`config.mk`:
```
export PLATFORM = sky130hd
export DESIGN_NAME = weekly_alarm_table_next_match
export DESIGN_NICKNAME = d
export VERILOG_FILES = /design/src/watnm_pkg.sv /design/src/weekly_alarm_table_next_match.sv /design/src/watnm_ctrl.sv /design/src/watnm_dp.sv
export SDC_FILE = /design/constraint.sdc
export NUM_CORES = 1
export LEC_CHECK = 0
export BUFFER_PORTS_ARGS = -buffer_cell sky130_fd_sc_hd__buf_4
export CORE_MARGIN = 1
export CORE_UTILIZATION = 50
export CTS_CLUSTER_SIZE = 12
export DETAILED_ROUTE_END_ITERATION = 8
export PLACE_DENSITY = 0.64
export SETUP_SLACK_MARGIN = 0.02
export SLEW_MARGIN = 20
export SYNTH_ARGS = -nofsm -noshare
export SYNTH_HDL_FRONTEND = slang
export SYNTH_SLANG_ARGS = --single-unit
```
`constraint.sdc`:
```
create_clock -name clk -period 12.35 [get_ports clk]
set_clock_uncertainty 0.1 [all_clocks]
set_input_delay 1.8525 -clock clk [delete_from_list [all_inputs] [get_ports clk]]
set_output_delay 1.8525 -clock clk [all_outputs]
set_load 0.005 [all_outputs]
```
`src/watnm_pkg.sv`:
```
// ----------------------------------------------------------------------------
// watnm_pkg
// Shared types and constants of the weekly alarm table: commands, table
// entry layout, controller states and the command/status bundles.
// ----------------------------------------------------------------------------
package watnm_pkg;

    localparam int COUNT_W    = 4;
    localparam int HOUR_W     = 5;
    localparam int MINUTE_W   = 6;
    localparam int DAYS_W     = 8;
    localparam int WEEKDAY_W  = 3;
    localparam int KEY_W      = 11;

    localparam logic [HOUR_W-1:0]    MAX_HOUR   = 5'd23;
    localparam logic [MINUTE_W-1:0]  MAX_MINUTE = 6'd59;
    localparam logic [WEEKDAY_W-1:0] WEEK_DAYS  = 3'd7;

    typedef enum logic [1:0] {
        CMD_PUT    = 2'd0,
        CMD_REMOVE = 2'd1,
        CMD_NEXT   = 2'd2,
        CMD_READ   = 2'd3
    } cmd_t;

    typedef struct packed {
        logic [HOUR_W-1:0]   hour;
        logic [MINUTE_W-1:0] minute;
        logic [DAYS_W-1:0]   days;
        logic                enabled;
    } alarm_t;

    typedef enum logic [3:0] {
        S_IDLE,
        S_DECODE,
        S_PUT,
        S_RM_CHK,
        S_RM_RD,
        S_RM_WR,
        S_RD_ADDR,
        S_NX_RD,
        S_NX_EV,
        S_DONE
    } state_t;

    typedef struct packed {
        logic load_in;
        logic prime;
        logic put_write;
        logic rm_read;
        logic rm_write;
        logic rm_dec;
        logic rd_slot;
        logic scan_read;
        logic scan_eval;
        logic load_out;
    } dp_ctrl_t;

    typedef struct packed {
        cmd_t cmd;
        logic slot_ok;
        logic shift_more;
        logic scan_more;
        logic count_zero;
    } dp_stat_t;

endpackage

```
`src/weekly_alarm_table_next_match.sv`:
```
// ----------------------------------------------------------------------------
// weekly_alarm_table_next_match
// Weekly alarm table with put, remove, read and next-alarm search.
// ----------------------------------------------------------------------------
// One command per beat, one result beat per command. The table sits in a
// memory with a registered read: put decodes and writes, read decodes and
// fetches the slot, remove decodes, then checks, reads and writes once per
// entry moved up to close the gap, and next decodes, then reads and evaluates
// each held entry in turn. A new command is taken once the previous result
// is in the output register, even while that result waits to be taken.
// entry_count gives the number of entries held once the command has finished.
module weekly_alarm_table_next_match
    import watnm_pkg::*;
#(
    parameter int MAX_ALARMS = 8
)
(
    input  logic                  clk,
    input  logic                  rst_n,
    input  logic                  in_valid,
    output logic                  in_ready,
    input  logic [1:0]            cmd,
    input  logic [COUNT_W-1:0]    slot,
    input  logic [HOUR_W-1:0]     entry_hour,
    input  logic [MINUTE_W-1:0]   entry_minute,
    input  logic [DAYS_W-1:0]     entry_days,
    input  logic                  entry_enabled,
    input  logic [WEEKDAY_W-1:0]  now_weekday,
    input  logic [HOUR_W-1:0]     now_hour,
    input  logic [MINUTE_W-1:0]   now_minute,
    output logic                  out_valid,
    input  logic                  out_ready,
    output logic                  status,
    output logic [COUNT_W-1:0]    entry_count,
    output logic                  found,
    output logic [2:0]            days_ahead,
    output logic [HOUR_W-1:0]     out_hour,
    output logic [MINUTE_W-1:0]   out_minute,
    output logic [DAYS_W-1:0]     out_days,
    output logic                  out_enabled
);

    dp_ctrl_t ctrl;
    dp_stat_t stat;

    watnm_ctrl u_ctrl (
        .clk       (clk),
        .rst_n     (rst_n),
        .in_valid  (in_valid),
        .in_ready  (in_ready),
        .out_valid (out_valid),
        .out_ready (out_ready),
        .stat      (stat),
        .ctrl      (ctrl)
    );

    watnm_dp #(
        .MAX_ALARMS (MAX_ALARMS)
    ) u_dp (
        .clk           (clk),
        .rst_n         (rst_n),
        .ctrl          (ctrl),
        .stat          (stat),
        .cmd           (cmd),
        .slot          (slot),
        .entry_hour    (entry_hour),
        .entry_minute  (entry_minute),
        .entry_days    (entry_days),
        .entry_enabled (entry_enabled),
        .now_weekday   (now_weekday),
        .now_hour      (now_hour),
        .now_minute    (now_minute),
        .status        (status),
        .entry_count   (entry_count),
        .found         (found),
        .days_ahead    (days_ahead),
        .out_hour      (out_hour),
        .out_minute    (out_minute),
        .out_days      (out_days),
        .out_enabled   (out_enabled)
    );

endmodule

```
`src/watnm_ctrl.sv`:
```
// ----------------------------------------------------------------------------
// watnm_ctrl
// Command sequencer: accepts a beat, steps the datapath through put,
// remove, read or next, and hands the result to the output register.
// ----------------------------------------------------------------------------
module watnm_ctrl
    import watnm_pkg::*;
(
    input  logic     clk,
    input  logic     rst_n,
    input  logic     in_valid,
    output logic     in_ready,
    output logic     out_valid,
    input  logic     out_ready,
    input  dp_stat_t stat,
    output dp_ctrl_t ctrl
);

    state_t state_reg;
    state_t state_next;
    logic   out_valid_reg;
    logic   out_valid_next;

    always_ff @(posedge clk or negedge rst_n)
    begin
        if (!rst_n)
        begin
            state_reg     <= S_IDLE;
            out_valid_reg <= 1'b0;
        end
        else
        begin
            state_reg     <= state_next;
            out_valid_reg <= out_valid_next;
        end
    end

    always_comb
    begin
        state_next = state_reg;
        unique case (state_reg)
            S_IDLE:
            begin
                if (in_valid)
                begin
                    state_next = S_DECODE;
                end
            end
            S_DECODE:
            begin
                unique case (stat.cmd)
                    CMD_PUT:    state_next = S_PUT;
                    CMD_REMOVE: state_next = stat.slot_ok ? S_RM_CHK : S_DONE;
                    CMD_READ:   state_next = stat.slot_ok ? S_RD_ADDR : S_DONE;
                    CMD_NEXT:   state_next = stat.count_zero ? S_DONE : S_NX_RD;
                    default:    state_next = S_DONE;
                endcase
            end
            S_PUT:     state_next = S_DONE;
            S_RM_CHK:  state_next = stat.shift_more ? S_RM_RD : S_DONE;
            S_RM_RD:   state_next = S_RM_WR;
            S_RM_WR:   state_next = S_RM_CHK;
            S_RD_ADDR: state_next = S_DONE;
            S_NX_RD:   state_next = S_NX_EV;
            S_NX_EV:   state_next = stat.scan_more ? S_NX_RD : S_DONE;
            S_DONE:
            begin
                if (!out_valid_reg || out_ready)
                begin
                    state_next = S_IDLE;
                end
            end
            default:   state_next = S_IDLE;
        endcase
    end

    always_comb
    begin
        ctrl     = '0;
        in_ready = 1'b0;
        unique case (state_reg)
            S_IDLE:
            begin
                in_ready     = 1'b1;
                ctrl.load_in = in_valid;
            end
            S_DECODE:  ctrl.prime     = 1'b1;
            S_PUT:     ctrl.put_write = 1'b1;
            S_RM_CHK:  ctrl.rm_dec    = !stat.shift_more;
            S_RM_RD:   ctrl.rm_read   = 1'b1;
            S_RM_WR:   ctrl.rm_write  = 1'b1;
            S_RD_ADDR: ctrl.rd_slot   = 1'b1;
            S_NX_RD:   ctrl.scan_read = 1'b1;
            S_NX_EV:   ctrl.scan_eval = 1'b1;
            S_DONE:    ctrl.load_out  = !out_valid_reg || out_ready;
            default:   ctrl           = '0;
        endcase
    end

    always_comb
    begin
        if (ctrl.load_out)
        begin
            out_valid_next = 1'b1;
        end
        else if (out_ready)
        begin
            out_valid_next = 1'b0;
        end
        else
        begin
            out_valid_next = out_valid_reg;
        end
    end

    assign out_valid = out_valid_reg;

    a_load_free: assert property (@(posedge clk) disable iff (!rst_n)
        ctrl.load_out |-> (!out_valid_reg || out_ready))
        else $error("result loaded over an untaken beat");

    a_accept_decode: assert property (@(posedge clk) disable iff (!rst_n)
        (in_valid && in_ready) |=> (state_reg == S_DECODE))
        else $error("accepted beat not decoded");

endmodule

```
`src/watnm_dp.sv`:
```
// ----------------------------------------------------------------------------
// watnm_dp
// Datapath: command registers, alarm table memory, entry count, next-match
// evaluation of one entry per step, and the result register.
// ----------------------------------------------------------------------------
module watnm_dp
    import watnm_pkg::*;
#(
    parameter int MAX_ALARMS = 8
)
(
    input  logic                  clk,
    input  logic                  rst_n,
    input  dp_ctrl_t              ctrl,
    output dp_stat_t              stat,
    input  logic [1:0]            cmd,
    input  logic [COUNT_W-1:0]    slot,
    input  logic [HOUR_W-1:0]     entry_hour,
    input  logic [MINUTE_W-1:0]   entry_minute,
    input  logic [DAYS_W-1:0]     entry_days,
    input  logic                  entry_enabled,
    input  logic [WEEKDAY_W-1:0]  now_weekday,
    input  logic [HOUR_W-1:0]     now_hour,
    input  logic [MINUTE_W-1:0]   now_minute,
    output logic                  status,
    output logic [COUNT_W-1:0]    entry_count,
    output logic                  found,
    output logic [2:0]            days_ahead,
    output logic [HOUR_W-1:0]     out_hour,
    output logic [MINUTE_W-1:0]   out_minute,
    output logic [DAYS_W-1:0]     out_days,
    output logic                  out_enabled
);

    localparam int IDX_W = (MAX_ALARMS > 1) ? $clog2(MAX_ALARMS) : 1;
    localparam logic [COUNT_W-1:0] MAX_CNT = COUNT_W'(MAX_ALARMS);

    function automatic logic [KEY_W-1:0] time_key(
        input logic [HOUR_W-1:0]   h,
        input logic [MINUTE_W-1:0] m
    );
        time_key = {h, 6'd0} - {4'd0, h, 2'd0} + {5'd0, m};
    endfunction

    function automatic logic [6:0] rotate_days(
        input logic [6:0]           days,
        input logic [WEEKDAY_W-1:0] wd
    );
        logic [3:0] pos;
        logic [6:0] r;
        r = '0;
        for (int k = 0; k < 7; k++)
        begin
            pos = {1'b0, wd} + 4'(k);
            if (pos >= {1'b0, WEEK_DAYS})
            begin
                pos = pos - {1'b0, WEEK_DAYS};
            end
            r[k] = days[pos[2:0]];
        end
        rotate_days = r;
    endfunction

    function automatic logic [3:0] pick_day(
        input logic [6:0] r,
        input logic       later
    );
        logic       hit;
        logic [2:0] d;
        hit = 1'b0;
        d   = 3'd0;
        if (r[0] && later)
        begin
            hit = 1'b1;
        end
        else
        begin
            for (int k = 6; k >= 1; k--)
            begin
                if (r[k])
                begin
                    hit = 1'b1;
                    d   = 3'(k);
                end
            end
            if (!hit && r[0])
            begin
                hit = 1'b1;
                d   = 3'd7;
            end
        end
        pick_day = {hit, d};
    endfunction

    // command registers
    cmd_t                  cmd_reg;
    logic [COUNT_W-1:0]    slot_reg;
    alarm_t                entry_reg;
    logic [WEEKDAY_W-1:0]  now_wd_reg;
    logic [HOUR_W-1:0]     now_hour_reg;
    logic [MINUTE_W-1:0]   now_minute_reg;

    // table and control
    alarm_t                mem [MAX_ALARMS];
    alarm_t                rdata_reg;
    logic [IDX_W-1:0]      rd_addr;
    logic                  rd_en;
    logic                  wr_en;
    logic [IDX_W-1:0]      wr_addr;
    alarm_t                wr_data;
    logic [COUNT_W-1:0]    count_reg;
    logic [COUNT_W-1:0]    count_next;
    logic [COUNT_W-1:0]    idx_reg;
    logic [COUNT_W-1:0]    idx_next;
    logic [COUNT_W:0]      idx_inc;
    logic                  status_reg;
    logic                  status_next;

    // search state
    logic                  found_reg;
    logic [2:0]            best_day_reg;
    logic [KEY_W-1:0]      best_tkey_reg;
    logic [HOUR_W-1:0]     best_hour_reg;
    logic [MINUTE_W-1:0]   best_minute_reg;

    // result register
    logic                  res_status_reg;
    logic [COUNT_W-1:0]    res_count_reg;
    logic                  res_found_reg;
    logic [2:0]            res_day_reg;
    logic [HOUR_W-1:0]     res_hour_reg;
    logic [MINUTE_W-1:0]   res_minute_reg;
    logic [DAYS_W-1:0]     res_days_reg;
    logic                  res_enabled_reg;

    logic                  put_args_ok;
    logic                  put_ok;
    logic                  slot_ok;
    logic [WEEKDAY_W-1:0]  nw7;
    logic [KEY_W-1:0]      now_key;
    logic [KEY_W-1:0]      cand_tkey;
    logic [3:0]            pick;
    logic                  cand_hit;
    logic                  cand_better;

    always_ff @(posedge clk)
    begin
        if (ctrl.load_in)
        begin
            cmd_reg           <= cmd_t'(cmd);
            slot_reg          <= slot;
            entry_reg.hour    <= entry_hour;
            entry_reg.minute  <= entry_minute;
            entry_reg.days    <= entry_days;
            entry_reg.enabled <= entry_enabled;
            now_wd_reg        <= now_weekday;
            now_hour_reg      <= now_hour;
            now_minute_reg    <= now_minute;
        end
    end

    assign put_args_ok = (entry_reg.hour <= MAX_HOUR) && (entry_reg.minute <= MAX_MINUTE)
                         && (entry_reg.days[6:0] != 7'd0);
    assign slot_ok     = slot_reg < count_reg;
    assign put_ok      = put_args_ok
                         && (slot_ok || ((slot_reg == count_reg) && (count_reg < MAX_CNT)));
    assign idx_inc     = {1'b0, idx_reg} + 5'd1;

    always_comb
    begin
        status_next = status_reg;
        if (ctrl.prime)
        begin
            case (cmd_reg) inside
                CMD_PUT:                status_next = !put_ok;
                CMD_REMOVE, CMD_READ:   status_next = !slot_ok;
                default:                status_next = 1'b0;
            endcase
        end
    end

    assign rd_en = ctrl.rm_read || ctrl.rd_slot || ctrl.scan_read;

    always_comb
    begin
        rd_addr = idx_reg[IDX_W-1:0];
        if (ctrl.rm_read)
        begin
            rd_addr = idx_inc[IDX_W-1:0];
        end
        else if (ctrl.rd_slot)
        begin
            rd_addr = slot_reg[IDX_W-1:0];
        end
    end

    always_comb
    begin
        wr_en   = 1'b0;
        wr_addr = idx_reg[IDX_W-1:0];
        wr_data = rdata_reg;
        if (ctrl.put_write && !status_reg)
        begin
            wr_en   = 1'b1;
            wr_addr = slot_reg[IDX_W-1:0];
            wr_data = entry_reg;
        end
        else if (ctrl.rm_write)
        begin
            wr_en = 1'b1;
        end
    end

    always_ff @(posedge clk)
    begin
        if (wr_en)
        begin
            mem[wr_addr] <= wr_data;
        end
        if (rd_en)
        begin
            rdata_reg <= mem[rd_addr];
        end
    end

    always_comb
    begin
        count_next = count_reg;
        if (ctrl.put_write && !status_reg && (slot_reg == count_reg))
        begin
            count_next = count_reg + 4'd1;
        end
        else if (ctrl.rm_dec)
        begin
            count_next = count_reg - 4'd1;
        end
    end

    always_comb
    begin
        idx_next = idx_reg;
        if (ctrl.prime)
        begin
            idx_next = (cmd_reg == CMD_REMOVE) ? slot_reg : '0;
        end
        else if (ctrl.rm_write || ctrl.scan_eval)
        begin
            idx_next = idx_inc[COUNT_W-1:0];
        end
    end

    always_ff @(posedge clk or negedge rst_n)
    begin
        if (!rst_n)
        begin
            count_reg <= '0;
        end
        else
        begin
            count_reg <= count_next;
        end
    end

    always_ff @(posedge clk)
    begin
        idx_reg    <= idx_next;
        status_reg <= status_next;
    end

    // evaluate the entry in rdata_reg against the current time
    assign nw7       = (now_wd_reg == WEEK_DAYS) ? '0 : now_wd_reg;
    assign now_key   = time_key(now_hour_reg, now_minute_reg);
    assign cand_tkey = time_key(rdata_reg.hour, rdata_reg.minute);
    assign pick      = pick_day(rotate_days(rdata_reg.days[6:0], nw7), cand_tkey > now_key);
    assign cand_hit  = rdata_reg.enabled && pick[3];
    assign cand_better = !found_reg || ({pick[2:0], cand_tkey} < {best_day_reg, best_tkey_reg});

    always_ff @(posedge clk)
    begin
        if (ctrl.prime)
        begin
            found_reg       <= 1'b0;
            best_day_reg    <= '0;
            best_tkey_reg   <= '0;
            best_hour_reg   <= '0;
            best_minute_reg <= '0;
        end
        else if (ctrl.scan_eval && cand_hit && cand_better)
        begin
            found_reg       <= 1'b1;
            best_day_reg    <= pick[2:0];
            best_tkey_reg   <= cand_tkey;
            best_hour_reg   <= rdata_reg.hour;
            best_minute_reg <= rdata_reg.minute;
        end
    end

    always_ff @(posedge clk)
    begin
        if (ctrl.load_out)
        begin
            res_status_reg  <= status_reg;
            res_count_reg   <= count_reg;
            res_found_reg   <= found_reg;
            res_day_reg     <= best_day_reg;
            res_hour_reg    <= '0;
            res_minute_reg  <= '0;
            res_days_reg    <= '0;
            res_enabled_reg <= 1'b0;
            if (cmd_reg == CMD_NEXT)
            begin
                res_hour_reg   <= best_hour_reg;
                res_minute_reg <= best_minute_reg;
            end
            else if ((cmd_reg == CMD_READ) && !status_reg)
            begin
                res_hour_reg    <= rdata_reg.hour;
                res_minute_reg  <= rdata_reg.minute;
                res_days_reg    <= rdata_reg.days;
                res_enabled_reg <= rdata_reg.enabled;
            end
        end
    end

    assign stat.cmd        = cmd_reg;
    assign stat.slot_ok    = slot_ok;
    assign stat.shift_more = idx_inc < {1'b0, count_reg};
    assign stat.scan_more  = idx_inc < {1'b0, count_reg};
    assign stat.count_zero = count_reg == '0;

    assign status      = res_status_reg;
    assign entry_count = res_count_reg;
    assign found       = res_found_reg;
    assign days_ahead  = res_day_reg;
    assign out_hour    = res_hour_reg;
    assign out_minute  = res_minute_reg;
    assign out_days    = res_days_reg;
    assign out_enabled = res_enabled_reg;

    a_count_max: assert property (@(posedge clk) disable iff (!rst_n)
        count_reg <= MAX_CNT)
        else $error("entry count beyond table depth");

    a_count_step: assert property (@(posedge clk) disable iff (!rst_n)
        (count_reg != $past(count_reg)) |->
            (count_reg == $past(count_reg) + 4'd1) || (count_reg == $past(count_reg) - 4'd1))
        else $error("entry count jumped");

    a_fail_no_write: assert property (@(posedge clk) disable iff (!rst_n)
        (ctrl.put_write && status_reg) |=> (count_reg == $past(count_reg)))
        else $error("rejected put changed the table");

endmodule

```
==> impl_metrics.toml <==
[setup_path]
path_max_fanout = 23
crit_buf_inv = 1
critPathMaxStageDelay_ns = 0.75
timing.rr.end = "u_dp.best_minute_reg[1]"
critPathTopFamily = "compound AO/OA/AOI/OAI gates"
crit_chain = "ha_1 > nand2b_1 > inv_1 > ha_1 > or3_1 > and3_1 > a2111oi_0 > a211oi_2 > and2_1 > a221oi_1 > ha_1 > a21o_1 > a21oi_1 > nor2b_1 > o21ai_0 > o2111ai_4 > mux2_4"
crit_top_cell = "ha_1"
end_kind = "flip-flop"
reg2reg_slack_ns = 6.20
rr_worst_depth = 17
worstPathArrival_ns = 6.50
path_depth = 17
cp_slowest_cell = "edfxtp_1"
crit_start = "u_dp.now_wd_reg[0]"
crit_type = "flip-flop to flip-flop"
critical_path_required_ns = 12.69
endpoint = "u_dp.best_minute_reg[1]"
r2r-start = "u_dp.now_wd_reg[0]"
cp-start-kind = "flip-flop"

[final_layout]
postLayoutCellArea_um2 = 15600
n_fill_cell = 2213
register_area_um2 = 8330
antenna_cells = 0
fin_cells = 1500
multi_input_area_um2 = 5010
largest_reg_flops = 160
syn_to_final_growth_pct = 13.9
final_layout_size_suffix_gt1_frac = 0.195
fin_nets = 1232

[floorplanning]
core_area_um2 = 26900
start_util = 0.509
boundaryPins = 75
die-area_um2 = 28000
die_h_um = 167
die_x_um = 167
rows = 60

[worst_hold_path]
hold_depth = 0
min_path_type = "flip-flop to flip-flop"

[sta]
hold_slack_ns = 0.335
max_freq_ghz = 0.162
finalCritPeriodShare = 0.498
tightest_slew_ns = 1.04
rsz0062_at_grt = "false"
hold_viol = 0
setup_violations = 0
slew_violations = 0
period_needed_ns = 6.15
finalSetupTns_ns = 0
relSlewSlack = 0.296

[drt]
vias = 8450
firstDrtPassIters = 4
drt_iter0_drc = 616
wl_per_cell_um = 19.9
via_per_inst = 5.63
ant_nets = 0
drc_errors = 0
finalWirelength_um = 29800

[synth]
synth_flop_cell = "edfxtp_1"
synth_seq_cells = 287
syn_nets = 1153
synth_edf_count = 254
postSynth.asyncResetShare = 0.0314
seq_area_frac_synth = 0.609
netlist_area_um2 = 13700
netlist_instances = 1057
synth_cell_types = 68
synth_warnings = 0
syn_area_per_cell_um2 = 12.9

[clock_network]
cts_resized = 0
hold_buffers = 0
tritoncts = "built"
clock-sinks = 287
clk_latency_ns = 0.56
clk_path_buf_depth = 3
clockRootBuffer = "clkbuf_16"
cts.reportedPaths.clkPinSlew_ns = 0.06
h-tree-depth = 1
numCtsBuffers = 31
postCtsSetupBuffers = 0

[run_status]
outcome = "complete, no violations"

[global_route]
antenna_found_initial = 0
gr-usage-met1 = 0.313
met2_usage = 0.341
grt_first_pass_wirelength_um = 46700
grt_max_degree = 81
grt_busiest_layer = "met2"
grtUsageMet3 = 0.0298
grt_usage = 0.216
grt_pass1_vias = 8258
grt_overflow_total = 0

[power]
p_per_area_nw_per_um2 = 234
p_leak_nw = 5.83
ir_worst_vdd_mv = 0.126

[place]
hpwl_um = 19400
gp_congestion = 0.900
dpl-instance-area_um2 = 14600
port_buffers = 74
placedCellCount = 1443

[flow_run]
maxCapViolCount = 0
## report_power, final
part           internal [mW]  total, mW  leakage (nW)  switching, mW
combinational          0.583       1.39          2.77          0.806
sequential              1.30       1.41          2.62          0.119
clock                  0.488      0.849         0.451          0.361
## area by class of cell
| type | instances | share of cell area |
|---|---|---|
| timing repair buffer | 91 | 0.0447 |
| clock inverter | 13 | 0.00610 |
| inverter | 51 | 0.0123 |
| sequential | 287 | 0.535 |
| multi-input combinational | 674 | 0.321 |
| clock buffer | 43 | 0.0533 |
| tap | 341 | 0.0274 |
## kinds of logic after synthesis
| family | synth area share |
|---|---|
| simple gates | 0.0883 |
| xor+xnor | 0.0128 |
| mux | 0.112 |
| buf+inv | 0.0288 |
| fa+ha+maj | 0.0494 |
| compound gates | 0.100 |
| flops | 0.609 |
## worst min-delay path by stage
stage,from,end,slack [ns]
3_3_place_gp,u_dp.best_day_reg[1],u_dp.days_ahead[1],0.32
6_report,u_dp.best_day_reg[1],u_dp.days_ahead[1],0.34
2_1_floorplan,u_dp.best_day_reg[0],u_dp.days_ahead[0],0.31
5_1_grt,u_dp.best_day_reg[1],u_dp.days_ahead[1],0.34
4_1_cts,u_dp.best_day_reg[1],u_dp.days_ahead[1],0.34
3_5_place_dp,u_dp.best_day_reg[1],u_dp.days_ahead[1],0.32
## cells in the mapped netlist, drive strengths merged, types with 5 or more instances
cell,count,area share
a211oi,6,0.0037
a21o,8,0.0044
a21oi,47,0.017
a22o,12,0.0077
a22oi,5,0.0027
a31oi,5,0.0023
and2,11,0.0050
and3,6,0.0027
buf,11,0.0055
clkbuf,34,0.0093
dfrtp,9,0.016
dfxtp,24,0.035
edfxtp,254,0.56
ha,50,0.046
inv,50,0.014
mux2,67,0.057
mux2i,70,0.051
nand2,72,0.020
nand2b,16,0.0073
nand3,10,0.0037
nand4,5,0.0023
nor2,80,0.022
nor2b,10,0.0046
nor3,20,0.0073
o211ai,24,0.013
o21a,9,0.0049
o21ai,59,0.022
or3,10,0.0049
xnor2,16,0.010
## layer usage
metal	share of wire	up-vias
met5	0	-
met4	0.017	0
met3	0.043	33
met2	0.46	177
met1	0.48	4105
li1	-	4135
## stage by stage
step / power, mW / worst slack, ns / util
global route: 3.90 / 5.73 / 0.580
detailed placement: 2.82 / 6.29 / 0.545
CTS: 3.68 / 6.24 / 0.579
global placement: 2.79 / 6.40 / 0.545
finish: 3.65 / 6.20 / 0.580
floorplan: 2.44 / 7.38 / -
## cells in the final DEF (no fill, tap or decap), types with 9 or more instances in the layout
cell and instances:
xnor2_1 16, nor2_1 77, dfrtp_1 9, ha_1 50, nand2b_1 16, a22o_1 11, o21ai_0 58, mux2i_1 70
nor2b_1 9, a21oi_1 47, dfxtp_1 24, o21a_1 9, nor3_1 15, o211ai_1 24, inv_1 50, clkbuf_1 11
mux2_2 60, edfxtp_1 254, buf_4 90, nand3_1 9, nand2_1 72, or3_1 9, clkbuf_16 31, and2_1 10
Power figures use the tool's default switching activity.
